==> config.mk <==
export PLATFORM = sky130hd
export DESIGN_NAME = lsm3_queue
export DESIGN_NICKNAME = d
export VERILOG_FILES = /design/src/rtl/lsm3_pkg.sv /design/src/rtl/lsm3_queue.sv
export SDC_FILE = /design/constraint.sdc
export NUM_CORES = 1
export LEC_CHECK = 0
export BUFFER_PORTS_ARGS = -buffer_cell sky130_fd_sc_hd__buf_2
export CAP_MARGIN = 20
export CELL_PAD_IN_SITES_DETAIL_PLACEMENT = 0
export CELL_PAD_IN_SITES_GLOBAL_PLACEMENT = 1
export CORE_MARGIN = 2
export CORE_UTILIZATION = 50
export DETAILED_ROUTE_END_ITERATION = 12
export PLACE_DENSITY = 0.78
export SLEW_MARGIN = 5
export SYNTH_ARGS = -nofsm -noshare
export SYNTH_HDL_FRONTEND = slang
export SYNTH_SLANG_ARGS = --single-unit
==> constraint.sdc <==
create_clock -name clk -period 3.7 [get_ports clk]
set_input_delay 0.925 -clock clk [delete_from_list [all_inputs] [get_ports clk]]
set_output_delay 0.925 -clock clk [all_outputs]
set_load 0.005 [all_outputs]
==> src/rtl/lsm3_pkg.sv <==
// Shared types and constants for the 3x3 Laplacian sign mask unit.
`default_nettype none
package lsm3_pkg;

	localparam int CFG_W = 11;
	localparam int COORD_W = 10;
	localparam int QDEPTH = 4;
	localparam int QPW = 2;
	localparam int QCW = 3;

	localparam logic [CFG_W-1:0] WIDTH_RESET = 11'd640;
	localparam logic [CFG_W-1:0] HEIGHT_RESET = 11'd480;
	localparam logic [CFG_W-1:0] SIZE_MIN = 11'd3;

	// configuration register indexes
	localparam logic REG_WIDTH = 1'b0;
	localparam logic REG_HEIGHT = 1'b1;

	localparam logic [7:0] MASK_NEG = 8'hFF;
	localparam logic [7:0] MASK_POS = 8'h00;

	typedef logic [8:0][7:0] win_t;

	typedef struct packed {
		win_t win;
		logic [COORD_W-1:0] col;
		logic [COORD_W-1:0] row;
		logic last;
	} q_entry_t;

	typedef struct packed {
		logic [QCW-1:0] count;
		logic empty;
	} q_stat_t;

	function automatic int clamp_size(input logic [CFG_W-1:0] v, input int hi);
		int r;
		r = int'(v);
		if (v < SIZE_MIN) r = int'(SIZE_MIN);
		else if (r > hi) r = hi;
		return r;
	endfunction

endpackage
`default_nettype wire

==> src/rtl/lsm3_queue.sv <==
// Short queue of complete windows between front and back.
`default_nettype none
module lsm3_queue import lsm3_pkg::*; (
	input  wire logic     clk,
	input  wire logic     arst_n,
	input  wire logic     push,
	input  wire q_entry_t push_entry,
	input  wire logic     pop,
	output q_entry_t      head,
	output q_stat_t       q_stat
);

	q_entry_t entries [QDEPTH];
	logic [QPW-1:0] wr_ptr_q, rd_ptr_q;
	logic [QCW-1:0] count_q;

	always_ff @(posedge clk or negedge arst_n) begin
		if (!arst_n) begin
			wr_ptr_q <= '0;
			rd_ptr_q <= '0;
			count_q <= '0;
		end else begin
			if (push) wr_ptr_q <= wr_ptr_q + QPW'(1);
			if (pop) rd_ptr_q <= rd_ptr_q + QPW'(1);
			count_q <= count_q + QCW'(push) - QCW'(pop);
		end
	end

	always_ff @(posedge clk) begin
		if (push) entries[wr_ptr_q] <= push_entry;
	end

	assign head = entries[rd_ptr_q];
	assign q_stat = '{count: count_q, empty: (count_q == '0)};

endmodule
`default_nettype wire

* Yosys cells after proc, flatten, opt, wreduce, memory -nomap -nowiden
Memories as Yosys holds them, arrays and structs flattened. Index checks and enable logic that the tools add are counted.
Storage, ports and cells: bits of input ports 97, memories kept 1, register bits 7, word-level logic and storage cells 11, memory bits (writable) 372, output and inout port bits 97
Memory list:
- entries | words 4, bits a word 93, rd ports 1, clocked after memory_dff 0, write ports 1, RTL line lsm3_queue.sv:13 | q_entry_t entries [QDEPTH];
Operators by class: reduce and logical (&&, ||, !) cells 1, multiplexer cells 2, add/sub/neg operators 4
Operator list (count):
- 2-bit by 1-bit adder with 2-bit output (second input constant) | 2
- 3-bit by 1-bit adder with 3-bit output | 1
- 3-bit zero test | 1
- 3-bit by 1-bit subtractor with 3-bit output | 1
- 1-bit two-way mux | 2

* Longest topological paths before layout
depth in word-level cells 2, depth in mapped cells 7, gate-level depth less buffers 7

* Least setup slack after synthesis
No wires, ideal clock.
path kind input to register, from input port push, to memory entries[0][0] (netlist name) (enable), cell stages on the path 1, required time 3238 ps, path slack 160 ps, arrival 3078 ps, library setup time 462 ps, path buffers 0, cells stage by stage and2_1
On the way: cells in the longest elaborated chain, start to end 2
RTL lines:
- start: declaration | RTL line lsm3_queue.sv:6 | input wire logic push,
- 1-bit two-way mux | RTL line lsm3_queue.sv:30 | if (push) entries[wr_ptr_q] <= push_entry;
- 1-bit two-way mux (not written as such) | RTL line lsm3_queue.sv:30
- end: declaration | RTL line lsm3_queue.sv:13
No other way between the ends.

==> metrics.txt <==
outcome completed; startpoint types register; Power Density 784 nW/um^2; commonest register cell after synthesis sky130_fd_sc_hd__edfxtp_1; ratio of final minimum period to clock period ~87%; fmax around 310 MHz; number of nets produced by synthesis a little over 600; post-CTS repair timing setup buffer count 0; detail-routed net length per standard cell between 20 and 25 microns; CTS Root Cell sky130_fd_sc_hd__clkbuf_16; Fin Clk Skew 14.6 ps; total met2 wirelength after detailed routing between 10000 and 15000 microns; Highest Signal Layer met5; setup violation total in the final timing report 0; antenna violation net count after detailed routing 0; critical path data arrival time about 2300 ps; DRC violations left 0; post-synthesis cell type with the largest combined area sky130_fd_sc_hd__edfxtp_1; number of cell instances on the worst register-to-register path 4; CTS tree done; combined flip-flop and latch cell area approximately 11000 sq um; Critical Path Fanout Max 37; RSZ-0062 raised after global routing no; post-layout minimum cycle time between 3000 and 4000 ps; path type of the worst setup path reg -> out; GR Util All Layers 17.4%; transition time at the pin with the least slew margin approximately 650 ps; number of standard cells in the final layout excluding fillers ~1100; number of antenna violations at the first check in global routing 2; slack of the worst reg-to-reg path approximately 1700 ps; Setup TNS 0 ps; ports placed on the boundary ~190; hold crit path type in -> async; critical register-to-register path endpoint entries[2][15]; Met3 Wirelength between 1000 and 1500 microns; average size of a mapped cell ~27 sq um; final number of max-transition violations 0; Die Outline Area roughly 29000 sq um; number of hold-repair buffers added at the cts stage 0; CTS H-tree lvls 2; library cell with the highest instance count after synthesis sky130_fd_sc_hd__edfxtp_1; via density per instance between 5 and 6; Pre-antenna DRT Iters 4; YS warnings 0; area of combinational cells with multiple inputs around 2300 sq um; number of enable flip-flop cells after synthesis 372; wire length of the first global-routing pass about 38000 microns; Hold Fails Final Rpt 0; Initial Util about 51%; number of nets in the layout 849; layout cell share with drive strength beyond 1 roughly 47%; placement-stage worst setup slack approximately 940 ps; wire length on met1 around 9700 microns; FFs w/ async S/R, synth about 1.8%; element type at the critical path end output port; data required time at the worst endpoint 2770 ps; main area contributors after synthesis sky130_fd_sc_hd__edfxtp_1 81%, sky130_fd_sc_hd__mux4_2 15%, sky130_fd_sc_hd__dfrtp_1 1.3%; worst path setup slack after routing about 480 ps; area growth from synthesis to layout 19.2%; die boundary width about 170 microns; HPWL reported at the end of detailed placement 15200 microns; drt first-iter violations about 410; area inside the core boundary ~27000 sq um; number of cells produced by synthesis around 520; synth unique cells 17; Post-synth top cells 372 x sky130_fd_sc_hd__edfxtp_1, 93 x sky130_fd_sc_hd__mux4_2, 7 x sky130_fd_sc_hd__buf_2, 7 x sky130_fd_sc_hd__dfrtp_1; highest ir drop seen on vdd between 0.5 and 0.6 mV; area share of the largest cell type after synthesis between 80% and 90%; I/O Buffers a little under 200; MaxCap Viol Count 0; Reg2Reg Launch Point wr_ptr_q[0]; number of resized instances in the post-cts repair step 0; PnR Total Power ~13000 uW; final weighted congestion in routability-driven placement 0.703; part of the Yosys area used for sequential elements 81.9%; die height approximately 170 microns; post-synthesis instance area around 14000 sq um; Skew-Pair Late Insertion Delay about 510 ps; maximum number of pins on one net before global-route repair between 40 and 50; Fill cells 1907; post-synthesis sequential element count between 300 and 400; maximum clock path buffer count 3; Cell Rows 60; number of clock sinks between 300 and 400; vias in the first global route a little under 7000; total wirelength of the detailed-routed design between 20000 and 25000 microns; Relative slew margins a little under three fifths; cell leakage power around 0.0057 uW; clock slew at the register clock pins of the worst setup and hold paths about 60 ps; number of cells after detailed placement 1076; number of vias in the routed layout 6128; total congestion overflow 0; CTS Buf Count 39
==> sequential cells by signal (all words and copies together) (netlist names) <==
name      cells
rd_ptr_q      2
count_q       3
wr_ptr_q      2
entries     372
==> metal layers <==
layer	global-route usage [%]	vias to the layer above
li1	-	2685
met2	31.4	171
met4	5.83	2
met3	3.67	45
met5	0	-
met1	20.9	3225
==> critical path, cell delays in order, from the launching register on <==
cell,delay [ps]
sky130_fd_sc_hd__dfrtp_4,830
sky130_fd_sc_hd__buf_4,440
sky130_fd_sc_hd__mux4_2,370
sky130_fd_sc_hd__buf_2,150
==> how the worst max path moves through the flow <==
| stage | from | to | slack (ps) |
|---|---|---|---|
| 6_report | rd_ptr_q[1] | head[4] | 480 |
| 5_1_grt | rd_ptr_q[1] | head[5] | 370 |
| 4_1_cts | rd_ptr_q[1] | head[16] | 400 |
| 3_5_place_dp | rd_ptr_q[1] | head[16] | 940 |
| 3_3_place_gp | rd_ptr_q[1] | head[16] | 970 |
| 2_1_floorplan | push | entries[0][0] | 160 |
==> layout by cell type (no fill, tap or decap) <==
master / n
sky130_fd_sc_hd__inv_1: 6
sky130_fd_sc_hd__nor3_1: 1
sky130_fd_sc_hd__buf_4: 5
sky130_fd_sc_hd__dfrtp_1: 5
sky130_fd_sc_hd__bufinv_16: 2
sky130_fd_sc_hd__inv_6: 1
sky130_fd_sc_hd__mux4_2: 93
sky130_fd_sc_hd__and2_4: 4
sky130_fd_sc_hd__clkinv_4: 1
sky130_fd_sc_hd__buf_12: 8
sky130_fd_sc_hd__xor2_1: 2
sky130_fd_sc_hd__nand2_1: 2
sky130_fd_sc_hd__clkinv_1: 3
sky130_fd_sc_hd__diode_2: 1
sky130_fd_sc_hd__fa_1: 1
sky130_fd_sc_hd__clkinvlp_4: 1
sky130_fd_sc_hd__dfrtp_4: 2
sky130_fd_sc_hd__edfxtp_1: 372
sky130_fd_sc_hd__clkbuf_8: 2
sky130_fd_sc_hd__clkbuf_16: 40
sky130_fd_sc_hd__o21ai_0: 1
sky130_fd_sc_hd__clkinv_8: 1
sky130_fd_sc_hd__clkbuf_1: 9
sky130_fd_sc_hd__clkinv_2: 8
sky130_fd_sc_hd__buf_2: 193
sky130_fd_sc_hd__ha_1: 6
sky130_fd_sc_hd__xnor2_1: 3
==> report_power, final <==
part           switching, uW  total, uW  internal (uW)
clock                   1500       3660           2170
combinational           1590       3330           1730
sequential               337       5950           5620
==> layout make-up <==
| type | count | area share [%] |
|---|---|---|
| Clock inverter | 17 | 0.925 |
| Timing Repair Buffer | 206 | 7.05 |
| Clock buffer | 51 | 6.43 |
| Antenna cell | 1 | 0.0152 |
| Sequential cell | 379 | 68.8 |
| Tap cell | 372 | 2.82 |
| Inverter | 6 | 0.136 |
| Multi-Input combinational cell | 113 | 13.8 |
==> cells by family after synthesis <==
| group | Yosys count | synth area share, % |
|---|---|---|
| flops | 379 | 81.9 |
| mux | 93 | 15.1 |
| buf+inv | 27 | 1.66 |
| fa+ha+maj | 7 | 0.686 |
| simple gates | 7 | 0.271 |
| xor+xnor | 5 | 0.316 |
| compound gates | 1 | 0.0361 |
==> metrics by stage <==
step | utilization (%) | area, sq um | hold WS (ps)
after floorplan | - | 13900 | 494
after global routing | 60.9 | 16500 | 256
after CTS | 60.9 | 16500 | 252
final | 60.9 | 16500 | 261
after detailed placement | 56.4 | 15300 | 526
after global placement | 56.4 | 15300 | 506
(Power assumes the default switching activity.)
