--- src/rtl/lsm3_pkg.sv ---
// Shared types and constants for the 3x3 Laplacian sign mask unit.
`default_nettype none
package lsm3_pkg;

	localparam int CFG_W = 11;
	localparam int COORD_W = 10;
	localparam int QDEPTH = 4;
	localparam int QPW = 2;
	localparam int QCW = 3;

	localparam logic [CFG_W-1:0] WIDTH_RESET = 11'd640;
	localparam logic [CFG_W-1:0] HEIGHT_RESET = 11'd480;
	localparam logic [CFG_W-1:0] SIZE_MIN = 11'd3;

	// configuration register indexes
	localparam logic REG_WIDTH = 1'b0;
	localparam logic REG_HEIGHT = 1'b1;

	localparam logic [7:0] MASK_NEG = 8'hFF;
	localparam logic [7:0] MASK_POS = 8'h00;

	typedef logic [8:0][7:0] win_t;

	typedef struct packed {
		win_t win;
		logic [COORD_W-1:0] col;
		logic [COORD_W-1:0] row;
		logic last;
	} q_entry_t;

	typedef struct packed {
		logic [QCW-1:0] count;
		logic empty;
	} q_stat_t;

	function automatic int clamp_size(input logic [CFG_W-1:0] v, input int hi);
		int r;
		r = int'(v);
		if (v < SIZE_MIN) r = int'(SIZE_MIN);
		else if (r > hi) r = hi;
		return r;
	endfunction

endpackage
`default_nettype wire

--- src/rtl/lsm3_back.sv ---
// Back end: Laplacian sign of a queued window into the output register.
`default_nettype none
module lsm3_back import lsm3_pkg::*; (
	input  wire logic            clk,
	input  wire logic            arst_n,
	input  wire q_stat_t         q_stat,
	input  wire q_entry_t        head,
	output logic                 pop,
	output logic                 out_valid,
	input  wire logic            out_stall,
	output logic [7:0]           mask_value,
	output logic [COORD_W-1:0]   out_column,
	output logic [COORD_W-1:0]   out_row,
	output logic                 frame_last
);

	logic [10:0] nb_sum;
	logic [10:0] centre8;
	logic neg;

	// neighbours minus 8*centre < 0  <=>  neighbour sum < 8*centre
	always_comb begin
		nb_sum = '0;
		for (int k = 0; k < 9; k++) begin
			if (k != 4) nb_sum = nb_sum + 11'(head.win[k]);
		end
	end

	assign centre8 = {head.win[4], 3'b000};
	assign neg = nb_sum < centre8;

	assign pop = !q_stat.empty && (!out_valid || !out_stall);

	always_ff @(posedge clk or negedge arst_n) begin
		if (!arst_n) begin
			out_valid <= 1'b0;
		end else if (!out_valid || !out_stall) begin
			out_valid <= !q_stat.empty;
		end
	end

	always_ff @(posedge clk) begin
		if (pop) begin
			mask_value <= neg ? MASK_NEG : MASK_POS;
			out_column <= head.col;
			out_row <= head.row;
			frame_last <= head.last;
		end
	end

endmodule
`default_nettype wire
--- config.mk ---
export PLATFORM = sky130hd
export DESIGN_NAME = lsm3_back
export DESIGN_NICKNAME = d
export VERILOG_FILES = /design/src/rtl/lsm3_pkg.sv /design/src/rtl/lsm3_back.sv
export SDC_FILE = /design/constraint.sdc
export NUM_CORES = 1
export LEC_CHECK = 0
export ABC_CLOCK_PERIOD_IN_PS = 4950
export BUFFER_PORTS_ARGS = -buffer_cell sky130_fd_sc_hd__buf_2
export CORE_ASPECT_RATIO = 1.4
export CORE_MARGIN = 3
export CORE_UTILIZATION = 50
export CTS_CLUSTER_DIAMETER = 150
export DETAILED_ROUTE_END_ITERATION = 16
export HOLD_SLACK_MARGIN = 0.15
export PLACE_DENSITY = 0.87
export SYNTH_ARGS = -nofsm -noshare
export SYNTH_HDL_FRONTEND = slang
export SYNTH_SLANG_ARGS = --single-unit
--- constraint.sdc ---
create_clock -name clk -period 4.95 [get_ports clk]
set_input_delay 0.2475 -clock clk [delete_from_list [all_inputs] [get_ports clk]]
set_output_delay 0.2475 -clock clk [all_outputs]
set_load 0.005 [all_outputs]
# Word-level counts from Yosys, hierarchy flattened
# Cells that the tools add are included.
[word_totals]
regBits = 30
elab_cells = 19
out_inout_bits = 31
input_bits = 100
[classes]
reduce_logical = 5
magnitude_cmp = 1
add_sub_neg = 7
muxes = 1
[ops]
columns = ["cell", "count"]
rows = [
  ["adder 11 x 8 -> 11 bit", 4],
  ["adder 10 x 8 -> 11 bit", 1],
  ["less-than comparator 11 bit", 1],
  ["adder 9 x 8 -> 10 bit", 1],
  ["adder 8 x 8 -> 9 bit", 1],
  ["two-way mux 8 bit", 1],
  ["logical NOT 1 bit", 3],
  ["logical AND 1 bit", 1],
  ["logical OR 1 bit", 1],
]

# Logic depth before layout (Yosys ltp)
# Gate-level depths: netlist (run 1).
[depth]
ltp_word = 9
depth_mapped = 19
depth_no_buf = 19

# Least setup slack after synthesis (run 1)
# No wires, ideal clock.
[synth_timing]
kind = "input to register"
start = "in head[24] (netlist bit)"
end = "reg mask_value[6], data pin"
t_arrival_ns = 4.257
slack_ns = 0.541
path_buffers = 0
required_time_ns = 4.798
stages = 17
setup_ns = 0.152
cell_sequence = "inv_1 > fa_1 > inv_1 > fa_1 > fa_1 > inv_1 > fa_1 > inv_1 > fa_1 > a21o_2 > a21oi_1 > o21ai_1 > xor2_1 > ha_1 > a21o_1 > a21o_1 > a31oi_1"
[synth_between]
elab_chain_cells = 9
[synth_lines]
columns = ["element", "line", "text"]
rows = [
  ["from (decl)", "lsm3_back.sv:7", "input wire q_entry_t head,"],
  ["adder 8 x 8 -> 9 bit", "lsm3_back.sv:25", "if (k != 4) nb_sum = nb_sum + 11'(head.win[k]);"],
  ["adder 9 x 8 -> 10 bit", "lsm3_back.sv:25", ""],
  ["adder 10 x 8 -> 11 bit", "lsm3_back.sv:25", ""],
  ["adder 11 x 8 -> 11 bit (4 in series)", "lsm3_back.sv:25", ""],
  ["less-than comparator 11 bit", "lsm3_back.sv:30", "assign neg = nb_sum < centre8;"],
  ["two-way mux 8 bit", "lsm3_back.sv:44", "mask_value <= neg ? MASK_NEG : MASK_POS;"],
  ["to (signal assigned)", "lsm3_back.sv:44", ""],
  ["to (decl)", "lsm3_back.sv:11", "output logic [7:0] mask_value,"],
]
# No other way between the ends.
# A chain may end at the register's enable or synchronous reset.

# Worst setup path after layout (run 1)
# Same ends and word-level chain as after synthesis.

==> metrics.txt, run 1 <==
Setup Crit Path Kind=primary input to flip-flop; pre-CTS WS=190.5 ps; Initial DRC Count=49; cell repeated most along the worst path=fa_1; Bufs on Longest Clock Path=2; GPL Wtd Cong=0.7789; Post-synth top cells=inv_1, fa_1, edfxtp_1; Site Rows=30; Worst setup SP type=primary input; worst-margin pin slew=1188 ps; #FFs+latches synth=23; crit-path leading delay family=adder cells; Slew headroom=20.78%; ant diodes=0; final net count=541; wire per inst=12.30 um; total grt overflow=0; Worst EP required=5060 ps; Post CTS Setup Buffer Count=0; CP Capture Type=flip-flop; crit share post-route=90.11%; max-slew violation count=0; CP max-delay cell=fa_1; Post-synth EDFFs=22; I/O pin count=131; max_cap viols=0; hold depth=1; top cell type's share of synthesized area=35.85%; core area=4917 um^2; Buf+Inv Stages, Crit Path=5; PortBufs=127; final setup fails=0; Yosys warnings=0; via/cell ratio=4.542; Peak VDD IR=0.0003908 V; first-pass GRT wire length=8921 um; clk_lat worst skew=260 ps; Critical Path AT=4570 ps; leakage=1.931 nW; Synth Area per Inst=10.53 um^2; Levels on crit path=18; critical-path cell list=buf_2 > inv_1 > fa_1 > inv_1 > fa_1 > fa_1 > inv_1 > fa_1 > inv_1 > fa_1 > a21o_2 > a21oi_1 > o21ai_1 > xor2_1 > ha_1 > a21o_1 > a21o_1 > a31oi_1; top achievable clock speed=224.2 MHz; Worst Path Max Fanout=3; Power Density=518.6 nW/um^2; drt drc=0; initial antenna violation count=0; H-tree depth=1; Pwr Total=1.749 mW; largest net degree at the start of global routing=24; die area=6046 um^2; status=finished clean; GR Util All Layers=18.90%; Register-to-Register Path Depth=1; Starting Density=52.24%; Fin. Hold Viols=0; CP peak stage delay=550 ps; Tmin final=4460 ps; chip width=66.58 um; Final TNS setup=0 ps; Vias=2,003; Detailed Place HPWL=4817 um; Area growth syn-to-layout=31.27%; cells after synthesis=244; Die Y=90.81 um; vias in the first global route=2,215; post-synth top area cell=fa_1; post-synthesis cell type count=31; Final ANT Viol Nets=0; Clock Sinks=23; sequential area share after synthesis=26.69%; drt total wl=5426 um; Final Skew=5.403 ps; Top FF cell, synth=edfxtp_1; post-CTS resize count=0; first-pass detailed-route iteration total=4; CTS root buffer=clkbuf_8; Worst-path clk slew=80 ps; ys async rst share=4.348%; Num CTS Buffers=3; top-count cell post-synth=inv_1; share of cells above drive strength 1=37.40%; min-delay worst type=primary input to flip-flop; CTS tree=built; Syn Nets=407; Area contributors post-synth=fa_1, edfxtp_1, inv_1, ha_1, buf_4; unrepaired setup endpoints after global routing=no; Synth Cell Area=2569 um^2; worst setup margin=489.6 ps
-- per-stage QoR --
step                      hold slack [ps]  instance area, um^2  std cells  util (%)
after floorplan                    -48.09                 2569        244         -
after global placement              22.92                 3236        428     65.80
after detailed placement            22.85                 3236        428     65.80
after CTS                           150.0                 3312        435     67.35
after global routing                150.8                 3372        441     68.58
final                               163.3                 3372        441     68.58
-- per-layer routing --
layer | vias up | global-route usage (%) | routed length, um
li1 | 962 | - | -
met1 | 960 | 18.02 | 1634
met2 | 73 | 38.74 | 3411
met3 | 8 | 3.985 | 319
met4 | 0 | 3.729 | 60
met5 | - | 0 | 0
-- worst paths after layout --
check                                from       endpoint  slack [ps]
worst max register to register  out_valid  out_column[7]        3260
worst min register to register  out_valid      out_valid         550
min in group asynchronous          arst_n      out_valid         310
worst min-delay path              head[7]     out_row[6]         160
worst max-delay path             head[24]  mask_value[6]         490
max in group asynchronous          arst_n      out_valid        4560
-- sequential cells by signal, indices dropped and copies added, names as in the netlist --
signal	count
out_column	10
out_valid	1
mask_value	1
out_row	10
frame_last	1
-- layout by cell type, fill, tap and decap left out, types with 2 or more instances in the layout --
master,netlist,layout
a21o_1,2,2
a21oi_1,4,3
a21oi_2,3,4
a31oi_1,2,2
buf_2,0,127
clkbuf_8,0,3
dlygate4sd3_1,0,9
edfxtp_1,22,22
fa_1,46,46
ha_1,17,17
inv_1,106,106
nand2_1,6,6
nand3_1,2,2
nor2_1,2,2
nor3_1,2,2
o21ai_0,2,2
or2_2,2,2
xnor2_1,2,2
xor2_1,3,3
-- logic make-up (layout without fill, tap and decap cells) --
family / after synthesis / in the layout / share of synthesized area [%]
AOI/OAI and AO/OA: 20 / 20 / 5.942
adders and majority gates: 63 / 63 / 44.13
and+or+nand+nor: 20 / 20 / 3.995
DFF: 23 / 23 / 26.69
xor gates and xnor gates: 5 / 5 / 1.705
buffers and inverters: 113 / 246 / 17.54
-- report_power, final --
| part | switching, mW | leakage, nW | internal [mW] |
|---|---|---|---|
| registers | 0.0111 | 0.220 | 0.238 |
| logic | 0.736 | 1.69 | 0.654 |
| clock network | 0.0534 | 0.0255 | 0.0560 |
-- final cells by class --
class                           instances  area, um^2
Clock buffer                            3       41.29
Clock inverter                          1       5.005
Multi-Input combinational cell        108        1436
Timing Repair Buffer                  136       725.7
Sequential cell                        23       685.7
Inverter                              106       397.9
Tap cell                               64       80.08
Fill cell                             410        1545
-- what timing repair did --
action | 4_1_cts | 5_1_grt
endpoints found under the setup margin | 0 | 0
hold buffers | 3 | 6
hold endpoints to repair | 3 | 6
Note: power is estimated with default switching activity, not from simulation.
==> run 2, diff against run 1 <==
RECOVER_POWER = 100   (was not set)
==> metrics.txt, run 2 (same netlist as run 1, synthesis figures left out) <==
Fin Hold WS=155.4 ps (-7.854 ps); final setup fails=0 (unchanged); H-tree depth=1 (unchanged); top achievable clock speed=224.2 MHz (about the same); Final TNS setup=0 ps (unchanged); CP peak stage delay=550 ps (about the same); chip width=66.58 um (unchanged); most frequent cells in the layout=inv_1, buf_2, fa_1; crit share post-route=90.12% (about the same); Buf+Inv Stages, Crit Path=5 (unchanged); RR Endpoint=out_column[4]; first-pass GRT wire length=8921 um (unchanged); Levels on crit path=18 (unchanged); Die Y=90.81 um (unchanged); via/cell ratio=4.531 (-0.25%); reg2reg start=out_valid; min-delay worst type=primary input to flip-flop; Setup crit start=head[24]; Peak VDD IR=0.0003908 V (about the same); Initial DRC Count=62 (+27%); crit-path leading delay family=adder cells; Clock Sinks=23 (unchanged); commonest non-fill, non-tap cell in the layout=inv_1; Tmin final=4461 ps (+0.3630 ps); Setup Crit Path Kind=primary input to flip-flop; initial antenna violation count=0 (unchanged); violated checks=max-capacitance violations, max-slew violations; worst setup path end=mask_value[6]; CTS root buffer=clkbuf_8; max-slew violation count=24 (+24); Power Density=521.5 nW/um^2 (+0.58%); core area=4917 um^2 (unchanged); Post CTS Setup Buffer Count=0 (unchanged); Slew headroom=-35.10% (-56 points); ant diodes=0 (unchanged); Fin. Hold Viols=0 (unchanged); status=finished with violations; CP max-delay cell=fa_1; Bufs on Longest Clock Path=2 (unchanged); Final Skew=4.372 ps (-1.031 ps); max_cap viols=1 (+1); Critical Path AT=4570 ps (about the same); share of cells above drive strength 1=31.30% (-6.1 points); drt drc=0 (unchanged); fill count=423 (+3.2%); clk_lat worst skew=260 ps (about the same); CP Capture Type=flip-flop; Starting Density=52.24% (unchanged); post-route cell area=3341 um^2 (-0.93%); leakage=1.872 nW (-3.1%); CTS tree=built; GR Util All Layers=18.90% (unchanged); Register-to-Register Path Depth=1 (unchanged); final net count=541 (unchanged); largest net degree at the start of global routing=24 (unchanged); setup slack, reg-to-reg=2580 ps (-680 ps); total grt overflow=0 (unchanged); I/O pin count=131 (unchanged); first-pass detailed-route iteration total=4 (unchanged); Area growth syn-to-layout=30.05%; Vias=1,998 (-0.25%); wire per inst=12.39 um (+0.72%); Site Rows=30 (unchanged); cell repeated most along the worst path=fa_1; Final ANT Viol Nets=0 (unchanged); Detailed Place HPWL=4817 um (unchanged); vias in the first global route=2,215 (unchanged); max layer used=met4; metal2 WL=3405 um (-0.18%); Worst EP required=5060 ps (about the same); die area=6046 um^2 (unchanged); worst-margin pin slew=2027 ps (+838.2 ps); dpl cell area=3236 um^2 (unchanged); drt total wl=5465 um (+0.72%); Worst Path Max Fanout=3 (unchanged); Worst setup SP type=primary input; biggest regs=out_column x10, out_row x10; Worst-path clk slew=80 ps (about the same); met1 WL=1687 um (+3.2%); critical-path cell list=buf_2 > inv_1 > fa_1 > inv_1 > fa_1 > fa_1 > inv_1 > fa_1 > inv_1 > fa_1 > a21o_2 > a21oi_1 > o21ai_1 > xor2_1 > ha_1 > a21o_1 > a21o_1 > a31oi_1; GPL Wtd Cong=0.7789 (unchanged); wire length on met3=308 um (-3.4%); Num CTS Buffers=3 (unchanged); unrepaired setup endpoints after global routing=no; PortBufs=127 (unchanged)
[run 2: cell count changes in the layout (fill, tap and decap cells not counted)]
| cell | delta |
|---|---|
| a21oi_2 | -1 |
| a21oi_1 | +1 |
| buf_1 | +1 |
| buf_2 | -22 |
| clkbuf_1 | +21 |
[run 2: metal layers]
layer / up-vias / track usage, %
li1: 962 / -
met3: 8 / 3.985
met1: 959 / 18.02
met5: - / 0
met4: 0 / 3.729
met2: 69 / 38.74
[run 2: area by class of cell]
| class | instances | area [um^2] | area share, % |
|---|---|---|---|
| Multi-Input combinational cell | 108 | 1433 | 42.88 |
| Tap cell | 64 | 80.08 | 2.397 |
| Clock buffer | 3 | 41.29 | 1.236 |
| Inverter | 106 | 397.9 | 11.91 |
| Timing Repair Buffer | 136 | 698.2 | 20.90 |
| Clock inverter | 1 | 5.005 | 0.1498 |
| Sequential cell | 23 | 685.7 | 20.52 |
[run 2: worst min path at each step]
stage / cells after the start / start / end / slack (ps)
2_1_floorplan: 0 / arst_n / out_valid / -50
3_3_place_gp: 1 / arst_n / out_valid / 20
3_5_place_dp: 1 / arst_n / out_valid / 20
4_1_cts: 1 / head[17] / out_column[6] / 150
5_1_grt: 2 / q_stat[0] / out_valid / 150
6_report: 2 / q_stat[0] / out_valid / 160
[run 2: per-stage QoR]
stage | util, % | cells | setup WS (ps) | total power, mW
after floorplan | - | 244 | 540.9 | 1.369
after global placement | 65.80 | 428 | 268.5 | 1.561
after detailed placement | 65.80 | 428 | 190.5 | 1.648
after CTS | 67.35 | 435 | 461.8 | 1.771
after global routing | 67.94 | 441 | 221.8 | 2.004
final | 67.94 | 441 | 489.2 | 1.742
[run 2: repair_timing]
| item | CTS | global route |
|---|---|---|
| endpoints found under the hold margin | 3 | 6 |
| endpoints found under the setup margin | 0 | 0 |
| hold buffers | 3 | 6 |
| gates resized for setup | 0 | 0 |
[run 2: report_power, final]
| part | switching [mW] | internal, mW |
|---|---|---|
| sequential | 0.0121 | 0.238 |
| combinational | 0.737 | 0.646 |
| clock | 0.0536 | 0.0560 |
==> run 3, diff against run 2 <==
CORE_UTILIZATION = 30   (was 50)
PLACE_DENSITY = not set   (was 0.87)
==> metrics.txt, run 3 (same netlist as run 1, synthesis figures left out) <==
Critical Path AT=4580 ps (about the same); clock share of power=9.7% (+3.4 points); core area=8247 um^2 (+68%); initial antenna violation count=0 (unchanged); Final ANT Viol Nets=0 (unchanged); Vias=1,897 (-5.1%); Bufs on Longest Clock Path=2 (unchanged); max-slew violation count=0 (-100%); top achievable clock speed=222.8 MHz (-0.60%); die area=9724 um^2 (+61%); via/cell ratio=4.019 (-11%); Initial DRC Count=50 (-19%); Detailed Place HPWL=4569 um (-5.2%); crit share post-route=90.66% (+0.54 points); status=finished clean; clk_lat worst skew=250 ps (about the same); Die Y=115.5 um (+27%); Tmin final=4488 ps (+26.94 ps); final net count=534 (-1.3%); fill count=855 (+100%); leakage=1.852 nW (-1.1%); Site Rows=39 (+30%); most frequent cells in the layout=inv_1, buf_2, fa_1; GR Util All Layers=10.24% (-8.7 points); sw frac=44.35% (-1.7 points); Peak VDD IR=0.0003045 V (-22%); Setup Crit Path Kind=primary input to flip-flop; utilization after layout=40.56% (-27 points); ant diodes=0 (unchanged); post-CTS resize count=0 (unchanged); Num CTS Buffers=3 (unchanged); Worst setup SP type=primary input; vias in the first global route=2,085 (-5.9%); CTS root buffer=clkbuf_16; commonest non-fill, non-tap cell in the layout=inv_1; Area growth syn-to-layout=30.20%; wire per inst=10.44 um (-16%); biggest regs=out_column x10, out_row x10; first-pass GRT wire length=8335 um (-6.6%); drt drc=0 (unchanged); Starting Density=31.15% (-21 points); max_cap viols=0 (-1); worst-margin pin slew=1224 ps (-802.4 ps); Power Density=529.2 nW/um^2 (+1.5%); Clock Sinks=23 (unchanged); critical-path cell list=buf_2 > inv_1 > fa_1 > inv_1 > fa_1 > fa_1 > inv_1 > fa_1 > inv_1 > fa_1 > a21o_2 > a21oi_1 > o21ai_0 > xor2_1 > ha_1 > a21o_1 > a21o_1 > a31oi_1; P_int=0.9850 mW (+4.8%); unrepaired setup endpoints after global routing=no; I/O pin count=131 (unchanged); first-pass detailed-route iteration total=4 (unchanged); CTS tree=built; CP max-delay cell=fa_1; Fin. Hold Viols=0 (unchanged); Comb power frac=76.3% (-3.0 points); chip width=84.21 um (+26%); share of cells above drive strength 1=31.62% (+0.32 points); CP Capture Type=flip-flop; Worst EP required=5050 ps (about the same); post-route cell area=3344 um^2 (+0.11%); Final Skew=3.246 ps (-1.125 ps); multi-input combinational cell area=1433 um^2 (unchanged); Slew headroom=18.39% (+53 points); Pwr Total=1.770 mW (+1.6%); sequential share of power=14.0% (-0.4 points); cell repeated most along the worst path=fa_1; net switching power=0.7849 mW (-2.2%); drt total wl=4930 um (-9.8%); CP peak stage delay=540 ps (about the same); Worst Path Max Fanout=3 (unchanged); Worst-path clk slew=60 ps (-20 ps); largest net degree at the start of global routing=24 (unchanged); PortBufs=127 (unchanged); H-tree depth=1 (unchanged); final setup fails=0 (unchanged); GPL Wtd Cong=0.8053 (+3.4%); Final TNS setup=0 ps (unchanged); min-delay worst type=primary input to flip-flop; total grt overflow=0 (unchanged); sequential cell area=685.7 um^2 (unchanged); dpl cell area=3291 um^2 (+1.7%)
-- run 3: cell types whose count changed in the layout (fill, tap and decap cells not counted) --
cell | previous run | this run
buf_2 | 105 | 104
buf_1 | 1 | 0
clkinv_2 | 1 | 0
clkbuf_2 | 0 | 1
clkbuf_8 | 3 | 0
clkbuf_1 | 21 | 24
clkbuf_16 | 0 | 3
dlygate4sd3_1 | 9 | 1
o21ai_1 | 1 | 0
o21ai_0 | 2 | 3
-- run 3: repair_timing --
action | in CTS | in global routing
buffers inserted | 0 | 0
hold buffers | 1 | 0
endpoints found under the setup margin | 0 | 0
endpoints found under the hold margin | 1 | 0
-- run 3: area by class of cell --
cell class / count / area share (%)
clock buffer: 4 / 2.357
inverter: 106 / 11.90
multi-input combinational: 108 / 42.84
sequential: 23 / 20.50
tap: 102 / 3.816
timing repair buffer: 129 / 18.59
-- run 3: routing by layer --
layer,share of wire (%),vias to the layer above,global-route usage [%]
met1,35,895,11.64
met4,0,0,0.9657
li1,-,948,-
met3,5.9,0,1.565
met2,59,54,20.65
met5,0,-,0
-- run 3: stage by stage --
step / hold WS, ps / worst slack [ps] / cells
floorplan: -48.09 / 540.9 / 244
global placement: 27.60 / 213.1 / 467
detailed placement: 27.02 / 181.0 / 467
CTS: 165.7 / 440.3 / 472
global route: 165.1 / 131.8 / 472
finish: 165.2 / 462.3 / 472
-- run 3: final timing paths --
kind / slack [ps] / from / cells after the start / endpoint
setup / recovery: 460 / head[24] / 18 / mask_value[6]
hold / removal: 170 / q_stat[0] / 2 / out_valid
setup reg to reg: 3100 / out_valid / 2 / out_column[1]
hold reg to reg: 520 / out_valid / 2 / out_valid
max in group asynchronous: 4560 / arst_n / 2 / out_valid
min in group asynchronous: 300 / arst_n / 2 / out_valid
-- run 3: power by group through the flow --
stage,combinational (mW),sequential [mW],clock (mW)
5_1_grt,1.60,0.251,0.180
4_1_cts,1.39,0.249,0.174
2_1_floorplan,1.12,0.254,0
3_3_place_gp,1.35,0.251,0
6_report,1.35,0.249,0.171
3_5_place_dp,1.37,0.253,0
-- run 3: critical path, delay by kind of cell --
kind                       cells  cell delay [ps]
adders and majority gates      6             2720
AOI/OAI and AO/OA              6             1130
buffers and inverters          5              290
xor gates and xnor gates       1              160
